## src/design/sha1_pkg.sv

```systemverilog
// ============================================================================
// SHA-1 hasher package
// Shared types, constants and round helpers.
// ============================================================================
`default_nettype none
package sha1_pkg;

    localparam logic [31:0] H0_INIT = 32'h67452301;
    localparam logic [31:0] H1_INIT = 32'hEFCDAB89;
    localparam logic [31:0] H2_INIT = 32'h98BADCFE;
    localparam logic [31:0] H3_INIT = 32'h10325476;
    localparam logic [31:0] H4_INIT = 32'hC3D2E1F0;
    localparam logic [31:0] K0 = 32'h5A827999;
    localparam logic [31:0] K1 = 32'h6ED9EBA1;
    localparam logic [31:0] K2 = 32'h8F1BBCDC;
    localparam logic [31:0] K3 = 32'hCA62C1D6;
    localparam logic [7:0] PAD_BYTE = 8'h80;
    localparam logic [2:0] DIGEST_LAST = 3'd4;

    typedef enum logic [2:0] {
        ST_IDLE,
        ST_ROUND,
        ST_FINAL,
        ST_PAD,
        ST_LEN,
        ST_OUT
    } sha1_state_t;

    // controller -> datapath
    typedef struct packed {
        logic       load_byte;   // write byte into buffer
        logic [7:0] byte_val;
        logic       count_byte;  // bump message length
        logic       start_round; // load working vars
        logic       round_step;  // one round
        logic       finish;      // add working vars into chain
        logic       write_len;   // place bit length in words 14/15
        logic       clear;       // reset chain, position, length
    } sha1_cmd_t;

    // datapath -> controller
    typedef struct packed {
        logic       block_full;  // byte position at 63: next byte fills the block
        logic [5:0] byte_pos;
        logic       rounds_done;
    } sha1_stat_t;

    function automatic logic [31:0] rotl(input logic [31:0] x, input int n);
        rotl = (x << n) | (x >> (32 - n));
    endfunction

endpackage
`default_nettype wire

```

## src/design/sha1_datapath.sv

```systemverilog
// ============================================================================
// SHA-1 datapath
// Block buffer, message schedule window, round unit and chain registers.
// ============================================================================
`default_nettype none
module sha1_datapath (
    input  wire logic                 aclk,
    input  wire logic                 aresetn,
    input  wire sha1_pkg::sha1_cmd_t  cmd,
    output sha1_pkg::sha1_stat_t      stat,
    input  wire logic [2:0]           rd_idx,
    output logic [31:0]               rd_word
);
    import sha1_pkg::*;

    logic [31:0] chain_reg [5];
    logic [31:0] buf_reg [16];
    logic [5:0]  pos_reg;
    logic [63:0] count_reg;
    logic [31:0] a_reg, b_reg, c_reg, d_reg, e_reg;
    logic [6:0]  round_reg;

    logic [3:0]  widx;
    logic [1:0]  lane;
    logic [31:0] part;
    logic [31:0] f_val, k_val, w_val, w_new, t_val;
    logic [63:0] bits;

    assign widx = pos_reg[5:2];
    assign lane = pos_reg[1:0];
    assign part = {24'd0, cmd.byte_val} << {(2'd3 - lane), 3'b000};
    assign bits = {count_reg[60:0], 3'b000};

    // schedule: buffer acts as 16-word sliding window, buf_reg[0] is w[i]
    assign w_new = rotl(buf_reg[13] ^ buf_reg[8] ^ buf_reg[2] ^ buf_reg[0], 1);
    assign w_val = buf_reg[0];

    always_comb begin
        if (round_reg < 7'd20) begin
            f_val = (b_reg & c_reg) | (~b_reg & d_reg);
            k_val = K0;
        end else if (round_reg < 7'd40) begin
            f_val = b_reg ^ c_reg ^ d_reg;
            k_val = K1;
        end else if (round_reg < 7'd60) begin
            f_val = (b_reg & c_reg) | (b_reg & d_reg) | (c_reg & d_reg);
            k_val = K2;
        end else begin
            f_val = b_reg ^ c_reg ^ d_reg;
            k_val = K3;
        end
    end
    assign t_val = rotl(a_reg, 5) + f_val + e_reg + k_val + w_val;

    always_ff @(posedge aclk) begin
        if (!aresetn || cmd.clear) begin
            chain_reg[0] <= H0_INIT;
            chain_reg[1] <= H1_INIT;
            chain_reg[2] <= H2_INIT;
            chain_reg[3] <= H3_INIT;
            chain_reg[4] <= H4_INIT;
            pos_reg      <= '0;
            count_reg    <= '0;
            round_reg    <= '0;
        end else begin
            if (cmd.load_byte) begin
                pos_reg <= pos_reg + 6'd1;
            end
            if (cmd.count_byte) begin
                count_reg <= count_reg + 64'd1;
            end
            if (cmd.start_round) begin
                round_reg <= '0;
            end else if (cmd.round_step) begin
                round_reg <= round_reg + 7'd1;
            end
            if (cmd.finish) begin
                chain_reg[0] <= chain_reg[0] + a_reg;
                chain_reg[1] <= chain_reg[1] + b_reg;
                chain_reg[2] <= chain_reg[2] + c_reg;
                chain_reg[3] <= chain_reg[3] + d_reg;
                chain_reg[4] <= chain_reg[4] + e_reg;
            end
        end
    end

    always_ff @(posedge aclk) begin
        if (cmd.load_byte) begin
            buf_reg[widx] <= (lane == 2'd0) ? part : (buf_reg[widx] | part);
        end
        if (cmd.write_len) begin
            buf_reg[14] <= bits[63:32];
            buf_reg[15] <= bits[31:0];
        end
        if (cmd.round_step) begin
            for (int i = 0; i < 15; i++) begin
                buf_reg[i] <= buf_reg[i + 1];
            end
            buf_reg[15] <= w_new;
            a_reg <= t_val;
            b_reg <= a_reg;
            c_reg <= rotl(b_reg, 30);
            d_reg <= c_reg;
            e_reg <= d_reg;
        end
        if (cmd.start_round) begin
            a_reg <= chain_reg[0];
            b_reg <= chain_reg[1];
            c_reg <= chain_reg[2];
            d_reg <= chain_reg[3];
            e_reg <= chain_reg[4];
        end
    end

    assign stat.block_full  = (pos_reg == 6'd63);
    assign stat.byte_pos    = pos_reg;
    assign stat.rounds_done = (round_reg == 7'd79);
    assign rd_word = chain_reg[(rd_idx > DIGEST_LAST) ? DIGEST_LAST : rd_idx];

`ifndef SYNTHESIS
    // counter sits at 80 after the last round until the next start
    a_round_bound: assert property (@(posedge aclk) disable iff (!aresetn)
        round_reg <= 7'd80)
        else $error("round counter past 80");
    a_start_clears: assert property (@(posedge aclk) disable iff (!aresetn)
        cmd.start_round && !cmd.clear |=> round_reg == 7'd0)
        else $error("round counter not restarted");
`endif
endmodule
`default_nettype wire

```

## src/design/sha1_ctrl.sv

```systemverilog
// ============================================================================
// SHA-1 controller
// Sequences byte loads, compressions, padding and digest output.
// ============================================================================
`default_nettype none
module sha1_ctrl (
    input  wire logic                 aclk,
    input  wire logic                 aresetn,
    input  wire logic                 in_valid,
    output logic                      in_ready,
    input  wire logic [7:0]           in_byte,
    input  wire logic                 in_present,
    input  wire logic                 in_end,
    output logic                      out_valid,
    input  wire logic                 out_ready,
    output logic [2:0]                out_idx,
    output sha1_pkg::sha1_cmd_t       cmd,
    input  wire sha1_pkg::sha1_stat_t stat
);
    import sha1_pkg::*;

    sha1_state_t state_reg, state_next;
    logic        end_reg, end_next;     // message closing: pad after compress
    logic        lenb_reg, lenb_next;   // last compress was the length block
    logic        pad_reg, pad_next;     // 0x80 marker already placed
    logic [2:0]  idx_reg, idx_next;
    logic        acc;
    logic        len_slot;

    assign acc = in_valid && in_ready;
    // marker placed and position at byte 56: length goes in now
    assign len_slot = pad_reg && (stat.byte_pos == 6'd56);

    // next state
    always_comb begin
        state_next = state_reg;
        end_next   = end_reg;
        lenb_next  = lenb_reg;
        pad_next   = pad_reg;
        idx_next   = idx_reg;
        unique case (state_reg)
            ST_IDLE: begin
                if (acc) begin
                    end_next  = in_end;
                    lenb_next = 1'b0;
                    pad_next  = 1'b0;
                    if (in_present && stat.byte_pos == 6'd63) begin
                        state_next = ST_ROUND;
                    end else if (in_end) begin
                        state_next = ST_PAD;
                    end
                end
            end
            ST_ROUND: begin
                if (stat.rounds_done) begin
                    state_next = ST_FINAL;
                end
            end
            ST_FINAL: begin
                if (lenb_reg) begin
                    state_next = ST_OUT;
                    idx_next   = '0;
                end else if (end_reg) begin
                    state_next = ST_PAD;
                end else begin
                    state_next = ST_IDLE;
                end
            end
            ST_PAD: begin
                pad_next = 1'b1;
                if (len_slot) begin
                    state_next = ST_LEN;
                end else if (stat.block_full) begin
                    state_next = ST_ROUND;
                end
            end
            ST_LEN: begin
                state_next = ST_ROUND;
                lenb_next  = 1'b1;
            end
            ST_OUT: begin
                if (out_ready) begin
                    idx_next = idx_reg + 3'd1;
                    if (idx_reg == DIGEST_LAST) begin
                        state_next = ST_IDLE;
                    end
                end
            end
            default: state_next = ST_IDLE;
        endcase
    end

    // outputs
    always_comb begin
        cmd       = '0;
        in_ready  = 1'b0;
        out_valid = 1'b0;
        unique case (state_reg)
            ST_IDLE: begin
                in_ready       = 1'b1;
                cmd.load_byte  = acc && in_present;
                cmd.count_byte = acc && in_present;
                cmd.byte_val   = in_byte;
                cmd.start_round = acc && in_present && stat.byte_pos == 6'd63;
            end
            ST_ROUND: cmd.round_step = 1'b1;
            ST_FINAL: begin
                cmd.finish = 1'b1;
            end
            ST_PAD: begin
                // first pad cycle places 0x80, then zeros up to byte 55
                cmd.byte_val    = pad_reg ? 8'h00 : PAD_BYTE;
                cmd.load_byte   = !len_slot;
                cmd.start_round = stat.block_full;
                cmd.write_len   = len_slot;
            end
            ST_LEN: begin
                cmd.start_round = 1'b1;
            end
            ST_OUT: begin
                out_valid = 1'b1;
                cmd.clear = out_ready && idx_reg == DIGEST_LAST;
            end
            default: ;
        endcase
    end

    assign out_idx = idx_reg;

    always_ff @(posedge aclk) begin
        if (!aresetn) begin
            state_reg <= ST_IDLE;
            end_reg   <= 1'b0;
            lenb_reg  <= 1'b0;
            pad_reg   <= 1'b0;
            idx_reg   <= '0;
        end else begin
            state_reg <= state_next;
            end_reg   <= end_next;
            lenb_reg  <= lenb_next;
            pad_reg   <= pad_next;
            idx_reg   <= idx_next;
        end
    end

`ifndef SYNTHESIS
    a_no_overlap: assert property (@(posedge aclk) disable iff (!aresetn)
        !(in_ready && out_valid))
        else $error("input taken while digest pending");
    a_idx_range: assert property (@(posedge aclk) disable iff (!aresetn)
        out_valid |-> idx_reg <= DIGEST_LAST)
        else $error("digest index out of range");
    a_back_idle: assert property (@(posedge aclk) disable iff (!aresetn)
        out_valid && out_ready && idx_reg == DIGEST_LAST |=> state_reg == ST_IDLE)
        else $error("no return to idle after digest");
`endif
endmodule
`default_nettype wire

```

## src/design/sha1_message_hasher.sv

```systemverilog
// ============================================================================
// SHA-1 message hasher
// Byte-stream SHA-1 with padding and five-word digest output.
// ============================================================================
// Usage:
//   s_axis: one beat per item. tdata[7:0] = message byte, tuser[0] =
//   byte present, tlast = end of message (byte, if present, goes first).
//   m_axis: five beats per message, digest word H0 first. tdata[31:0] =
//   word, tuser[2:0] = word index, tlast on the fifth word.
// Input: byte beats are accepted back to back while idle; the 64th byte of
//   a block starts a compression (80 rounds through one shared round unit,
//   then one chain update) during which s_tready is low.
// End of message: padding runs one byte per cycle up to byte 55, plus an
//   extra compression when the 0x80 marker lands past byte 55; then the
//   length is written, the working vars are loaded and the length block
//   compression runs; digest beats follow, one per cycle while m_tready
//   is high.
// Reset: synchronous, aresetn low; chain, byte position and length return
//   to initial values. Also restored after the last digest beat.
// Stall: while m_tready is low the current digest word holds and no new
//   input is taken until all five words are delivered.
// ============================================================================
`default_nettype none
module sha1_message_hasher (
    input  wire logic        aclk,
    input  wire logic        aresetn,
    input  wire logic        s_axis_tvalid,
    output logic             s_axis_tready,
    input  wire logic [7:0]  s_axis_tdata,  // [7:0] data_byte
    input  wire logic        s_axis_tuser,  // [0] byte_present
    input  wire logic        s_axis_tlast,  // end_of_message
    output logic             m_axis_tvalid,
    input  wire logic        m_axis_tready,
    output logic [31:0]      m_axis_tdata,  // [31:0] digest_word
    output logic [2:0]       m_axis_tuser,  // [2:0] word_index
    output logic             m_axis_tlast   // last_word
);
    import sha1_pkg::*;

    sha1_cmd_t  cmd;
    sha1_stat_t stat;
    logic [2:0] idx;

    sha1_ctrl u_ctrl (
        .aclk       (aclk),
        .aresetn    (aresetn),
        .in_valid   (s_axis_tvalid),
        .in_ready   (s_axis_tready),
        .in_byte    (s_axis_tdata),
        .in_present (s_axis_tuser),
        .in_end     (s_axis_tlast),
        .out_valid  (m_axis_tvalid),
        .out_ready  (m_axis_tready),
        .out_idx    (idx),
        .cmd        (cmd),
        .stat       (stat)
    );

    sha1_datapath u_dp (
        .aclk    (aclk),
        .aresetn (aresetn),
        .cmd     (cmd),
        .stat    (stat),
        .rd_idx  (idx),
        .rd_word (m_axis_tdata)
    );

    assign m_axis_tuser = idx;
    assign m_axis_tlast = (idx == DIGEST_LAST);
endmodule
`default_nettype wire
```

## config.mk

```make
export PLATFORM = sky130hd
export DESIGN_NAME = sha1_message_hasher
export DESIGN_NICKNAME = d
export VERILOG_FILES = /design/src/design/sha1_pkg.sv /design/src/design/sha1_datapath.sv /design/src/design/sha1_ctrl.sv /design/src/design/sha1_message_hasher.sv
export SDC_FILE = /design/constraint.sdc
export NUM_CORES = 2
export LEC_CHECK = 0
export BUFFER_PORTS_ARGS = -buffer_cell sky130_fd_sc_hd__buf_2
export CELL_PAD_IN_SITES_DETAIL_PLACEMENT = 1
export CELL_PAD_IN_SITES_GLOBAL_PLACEMENT = 1
export CORE_ASPECT_RATIO = 0.9
export CORE_MARGIN = 5
export CORE_UTILIZATION = 48
export DETAILED_ROUTE_END_ITERATION = 6
export PLACE_DENSITY_LB_ADDON = 0.05
export SKIP_CTS_REPAIR_TIMING = 1
export SLEW_MARGIN = 30
export SYNTH_ARGS = -nofsm -noshare
export SYNTH_HDL_FRONTEND = slang
export SYNTH_SLANG_ARGS = --single-unit
```

## constraint.sdc

```tcl
create_clock -name aclk -period 8.7 [get_ports aclk]
set_input_delay 1.305 -clock aclk [delete_from_list [all_inputs] [get_ports aclk]]
set_output_delay 1.305 -clock aclk [all_outputs]
set_load 0.03 [all_outputs]
```

# --- Word-level counts from Yosys, hierarchy flattened ---
# Memory sizes are Yosys's and may differ from the RTL's. A register that Yosys moved wholly into a read port is not among the register bits.
# Cells that the tools add are included.
totals:
  regBits: 246
  latch_bits: 0
  ramBits: 672
  romBits: 0
  input_bits: 14
  output_inout_bits: 38
  word_cells: 164
  memories: 2
memory_table:
  columns: ["name", "words", "width", "read_ports", "rd_clocked_by_memory_dff", "wr", "line_no", "text"]
  rows:
  - ["u_dp.buf_reg", 16, 32, 17, 1, 16, "sha1_datapath.sv:17", "logic [31:0] buf_reg [16];"]
  - ["u_dp.chain_reg", 5, 32, 6, 0, 5, "sha1_datapath.sv:16", "logic [31:0] chain_reg [5];"]
op_classes:
  n_addsub: 14
  n_mul: 0
  div_mod_pow: 0
  magnitude_cmp: 4
  n_eq_ne: 16
  shifts: 1
  mux: 68
  bitwise: 24
  reduce_logical: 22
op_table:
  columns: ["op", "n"]
  rows:
  - ["32-bit two-way mux", 24]
  - ["32-bit adder", 9]
  - ["32-bit bitwise XOR", 5]
  - ["32-bit bitwise AND", 4]
  - ["32-bit OR", 4]
  - ["64-bit by 1-bit adder with 64-bit output, second input constant", 1]
  - ["3-bit two-way mux", 12]
  - ["32-bit NOT", 1]
  - ["32-bit by 1-bit OR with 32-bit output", 1]
  - ["32-bit by 30-bit OR with 32-bit output", 1]
  - ["32-bit by 5-bit OR with 32-bit output", 1]
  - ["32-bit OR reduction", 1]
  - ["8-bit by 5-bit left shift with 32-bit output", 1]
  - ["31-bit two-way mux", 1]
  - ["1-bit two-way mux", 20]
  - ["3-bit case mux with 6 select lines", 1]
  - ["9-bit case mux with 2 select lines", 1]
  - ["7-bit by 6-bit less-than comparator with 1-bit output, second input constant", 2]
  - ["6-bit == test, second input constant", 2]
  - ["4-bit two-way mux", 3]
  - ["3-bit == test, second input constant", 3]
  - ["8-bit two-way mux", 1]
  - ["2-bit nonzero test", 4]
  - ["7-bit by 1-bit adder with 7-bit output, second input constant", 1]
  - ["other kinds (26)", 45]

# --- Longest topological paths before layout ---
logic_depth:
  depth_word: 12
  mapped_depth: 25
  depth_no_buf: 23

# --- By module ---
# A second synthesis with hierarchy kept.
unflattened:
  cells_unflattened: 5208
  hier_area_um2: 56319.0
modules_own_cells:
  columns: ["module", "instances", "cells_each", "area_each_um2", "seq_area_each_um2"]
  rows:
  - ["sha1_datapath", 1, 5120, 55643.4, 26545.5]
  - ["sha1_ctrl", 1, 87, 663.1, 180.2]
  - ["sha1_message_hasher", 1, 1, 12.5, 0.0]

# --- Worst setup path after synthesis ---
# Ideal clock, no wire load.
synth_timing:
  kind: "in2reg"
  startpoint: "in s_axis_tvalid"
  endpoint: "reg u_dp.a_reg[0] (enable)"
  setup_time_ns: 0.548
  arrival_ns: 6.596
  required_ns: 8.152
  setup_slack_ns: 1.557
  stages: 8
  n_path_buf: 3
  path_cell_list: "nor4b_2 and2_1 buf_2 a21oi_1 o21ai_1 clkbuf_1 clkbuf_1 nand2b_1"
synth_between:
  elab_chain_cells: 5
synth_rtl:
  columns: ["item", "line_no", "text"]
  rows:
  - ["start, declared", "sha1_message_hasher.sv:27", "input wire logic s_axis_tvalid,"]
  - ["1-bit logical AND", "sha1_ctrl.sv:30", "assign acc = in_valid && in_ready;"]
  - ["1-bit logical AND (2 in a row)", "sha1_ctrl.sv:104", "cmd.start_round = acc && in_present && stat.byte_pos == 6'd63;"]
  - ["1-bit case mux with 3 select lines", "sha1_ctrl.sv:98", "unique case (state_reg)"]
  - ["2-bit nonzero test (no source line)", null, null]
  - ["end signal, assigned", "sha1_datapath.sv:100", "a_reg <= t_val;"]
  - ["end signal, assigned", "sha1_datapath.sv:107", "a_reg <= chain_reg[0];"]
  - ["end, declared", "sha1_datapath.sv:20", "logic [31:0] a_reg, b_reg, c_reg, d_reg, e_reg;"]
# No other way between the ends.
# A chain may end at the register's enable or synchronous reset.

# --- Final worst setup path ---
layout_timing:
  startpoint: "reg u_dp.round_reg[5]"
  endpoint: "reg u_dp.a_reg[29] (data pin)"
layout_between:
  elab_chain_cells: 10
  word_cells_on_any_way: 15
  cone_classes: "add/sub (4); order compare (3); mux (8)"
layout_rtl:
  columns: ["item", "line_no", "text"]
  rows:
  - ["start, declared", "sha1_datapath.sv:21", "logic [6:0] round_reg;"]
  - ["start signal, assigned", "sha1_datapath.sv:75", "round_reg <= round_reg + 7'd1;"]
  - ["7-bit by 6-bit less-than comparator with 1-bit output", "sha1_datapath.sv:45", "end else if (round_reg < 7'd60) begin"]
  - ["32-bit two-way mux", "sha1_datapath.sv:45", null]
  - ["32-bit two-way mux", "sha1_datapath.sv:42", "end else if (round_reg < 7'd40) begin"]
  - ["32-bit two-way mux", "sha1_datapath.sv:39", "if (round_reg < 7'd20) begin"]
  - ["32-bit adder (2 in a row)", "sha1_datapath.sv:53", "assign t_val = rotl(a_reg, 5) + f_val + e_reg + k_val + w_val;"]
  - ["32-bit adder (*) (2 in a row)", "sha1_datapath.sv:53", null]
  - ["32-bit two-way mux (*)", "sha1_datapath.sv:95", "if (cmd.round_step) begin"]
  - ["32-bit two-way mux (*)", "sha1_datapath.sv:106", "if (cmd.start_round) begin"]
# Every way passes the cells marked *; elsewhere a longest branch is shown, timed or not. The select of a mux whose other input is x is not followed.

==> results.sh <==
export IMPL_reg2reg_to="u_dp.a_reg[29]$_DFFE_PP_"
export IMPL_clk_path_buf_depth=3
export IMPL_rsz0062_at_grt="false"
export IMPL_netlist_instances=4621
export IMPL_grt_pass1_vias=40100
export IMPL_die_y_um=332
export IMPL_syn_area_sq_um=55400
export IMPL_ant_nets=0
export IMPL_r2r_slack_ns=1.48
export IMPL_yosys_warnings=0
export IMPL_min_path_type="flop to flop"
export IMPL_period_share=0.830
export IMPL_crit_family="compound AO/OA/AOI/OAI gates"
export IMPL_final_common_cell="edfxtp_1"
export IMPL_path_class="flop to flop"
export IMPL_drive_above_1_share=0.146
export IMPL_crit_fanout=20
export IMPL_clkLatencyLatePin_ns=0.74
export IMPL_timing_rr_start="u_dp.round_reg[5]$_SDFFE_PP0P_"
export IMPL_design_area_sq_um=61100
export IMPL_worstPathArrival_ns=7.68
export IMPL_drc=0
export IMPL_fin_crit_ns=7.22
export IMPL_finalWirelength_um=176000
export IMPL_reg2reg_depth=20
export IMPL_syn_to_final_growth_pct=10.3
export IMPL_dpl_instance_area_sq_um=57500
export IMPL_path_buf_inv=4
export IMPL_grt_antenna_before_repair=1
export IMPL_layout_common_cells="832 x edfxtp_1, 556 x a21o_1, 374 x nand2_1"
export IMPL_setup_tns_ns=0
export IMPL_diodes=0
export IMPL_gp_congestion=0.874
export IMPL_synth_edf_count=832
export IMPL_drv_cap=0
export IMPL_async_flop_share=0
export IMPL_postSynthRegisterBits=919
export IMPL_io_buffers=51
export IMPL_hold_end="u_dp.round_reg[1]$_SDFFE_PP0P_"
export IMPL_holdPathStages=2
export IMPL_fillers=11700
export IMPL_clock_fmax_ghz=0.139
export IMPL_worst_slew_pin_slew_ns=1.01
export IMPL_min_from="u_dp.round_reg[1]$_SDFFE_PP0P_"
export IMPL_cts_root_buffer="clkbuf_16"
export IMPL_initial_core_util=0.483
export IMPL_dp_slack_ns=1.62
export IMPL_synth_ff_type="edfxtp_1"
export IMPL_num_io_pins=52
export IMPL_netlist_top_cells_area="edfxtp_1 45%, a21o_1 7.5%, mux4_2 7.4%"
export IMPL_grt_overflow=0
export IMPL_cp_cell_sequence="a41oi_1 -> nand2_1 -> buf_4 -> inv_1 -> a221o_1 -> fa_1 -> fa_1 -> inv_1 -> fa_1 -> inv_1 -> ha_1 -> a21oi_1 -> o21ai_0 -> o41ai_1 -> o2bb2ai_1 -> a21oi_1 -> o21ai_0 -> a21oi_1 -> nor4b_1 -> or3_1"
export IMPL_endpoint_kind="flop"
export IMPL_slew_headroom=0.323
export IMPL_htreeDepth=3
export IMPL_worst_slack_ns=1.48
export IMPL_core_area_sq_um=115000
export IMPL_clock_skew_ns=0.0642
export IMPL_crit_required_ns=9.16
export IMPL_grt_usage=0.284
export IMPL_die_area_sq_um=122000
export IMPL_grt_max_degree=157
export IMPL_yosys_cell_types_count=95
export IMPL_rows=118
export IMPL_slowest_delay_ns=0.56
export IMPL_finalMaxSlewViolations=0
export IMPL_cp_start_kind="flop"
export IMPL_hold_violations=0
export IMPL_grt_first_pass_wirelength_um=264000
export IMPL_yosysTopAreaCellShare=0.451
export IMPL_vias=39000
export IMPL_via_per_inst=6.31
export IMPL_status="completed"
export IMPL_final_core_utilization=0.532
export IMPL_drt_pass1_iter_count=6
export IMPL_cts_tree="done"
export IMPL_syn_mean_instance_area_sq_um=12.0
export IMPL_cts_clk_slew_worst_paths_ns=0.06
export IMPL_layout_nets=4935
export IMPL_avgRoutedWirePerCell_um=28.4
export IMPL_syn_nets=4960
export IMPL_drt_initial_drc_count=3574
export IMPL_hpwl_um=120000
export IMPL_cts_sinks=919
export IMPL_critical_path_slowest_cell="dfxtp_1"
export IMPL_die_w_um=368
export IMPL_finalSetupViolCount=0
export IMPL_largest_reg_flops=512
export IMPL_ys_seq_area_frac=0.482
export IMPL_synth_largest_area_cell="edfxtp_1"
export IMPL_cts_buffers=104
==> worst reg2reg max path, cell delays in order, from the launching register on <==
cell	delay [ns]
dfxtp_1	0.56
a41oi_1	0.51
nand2_1	0.18
buf_4	0.33
inv_1	0.45
a221o_1	0.50
fa_1	0.48
fa_1	0.53
inv_1	0.05
fa_1	0.51
inv_1	0.04
ha_1	0.36
a21oi_1	0.31
o21ai_0	0.17
o41ai_1	0.50
o2bb2ai_1	0.12
a21oi_1	0.40
o21ai_0	0.25
a21oi_1	0.23
nor4b_1	0.07
or3_1	0.40
==> worst max-delay path by stage <==
stage,from,end,cells past startpoint,slack (ns)
3_5_place_dp,u_dp.round_reg[5]$_SDFFE_PP0P_,u_dp.a_reg[29]$_DFFE_PP_,20,1.62
3_3_place_gp,u_dp.round_reg[5]$_SDFFE_PP0P_,u_dp.a_reg[29]$_DFFE_PP_,20,1.79
5_1_grt,u_dp.round_reg[5]$_SDFFE_PP0P_,u_dp.a_reg[29]$_DFFE_PP_,20,1.15
2_1_floorplan,s_axis_tvalid,u_dp.a_reg[0]$_DFFE_PP_,8,1.56
6_report,u_dp.round_reg[5]$_SDFFE_PP0P_,u_dp.a_reg[29]$_DFFE_PP_,20,1.48
4_1_cts,u_dp.round_reg[5]$_SDFFE_PP0P_,u_dp.a_reg[29]$_DFFE_PP_,20,1.56
==> through the flow <==
stage	instances	hold WS [ns]
finish	6183	0.492
global route	6183	0.528
CTS	6183	0.500
detailed placement	5990	0.491
global placement	5989	0.466
floorplan	4621	0.454
==> metal layers <==
layer / up-vias / share of wire / GRT usage / wire [um]
li1: 17300 / - / - / -
met1: 20400 / 0.44 / 0.398 / 77300
met2: 1004 / 0.49 / 0.478 / 85600
met3: 206 / 0.047 / 0.0311 / 8350
met4: 0 / 0.027 / 0.0710 / 4730
met5: - / 0 / 0 / 0
==> cells by family after synthesis <==
kind of cell,synth area share
flops,0.482
buf+inv,0.0330
compound gates,0.156
simple gates,0.0918
xor+xnor,0.0436
mux,0.104
fa+ha+maj,0.0895
==> cell type report <==
type	instances	area, sq um	area share
Inverter	224	841	0.0138
Clock inverter	51	683	0.0112
Timing Repair Buffer	109	798	0.0131
Tap cell	1500	1880	0.0307
Sequential cell	919	26700	0.438
Clock buffer	142	2940	0.0481
Multi-Input combinational cell	3238	27200	0.446
==> Yosys cell counts, types with 38 or more instances <==
master,n
edfxtp_1,832
ha_1,206
a221o_1,56
nor2_1,278
inv_1,223
mux4_2,181
clkbuf_1,159
buf_2,60
nand3_1,80
nor3_1,60
nand2_1,375
a21oi_1,148
xor2_1,116
a21o_1,557
dfxtp_1,87
nor2b_1,38
mux2_2,121
fa_1,119
xnor2_1,160
o21ai_0,207
Power is not shown: default switching activity piles up to over one toggle a cycle in this logic, so the estimate is an artifact.
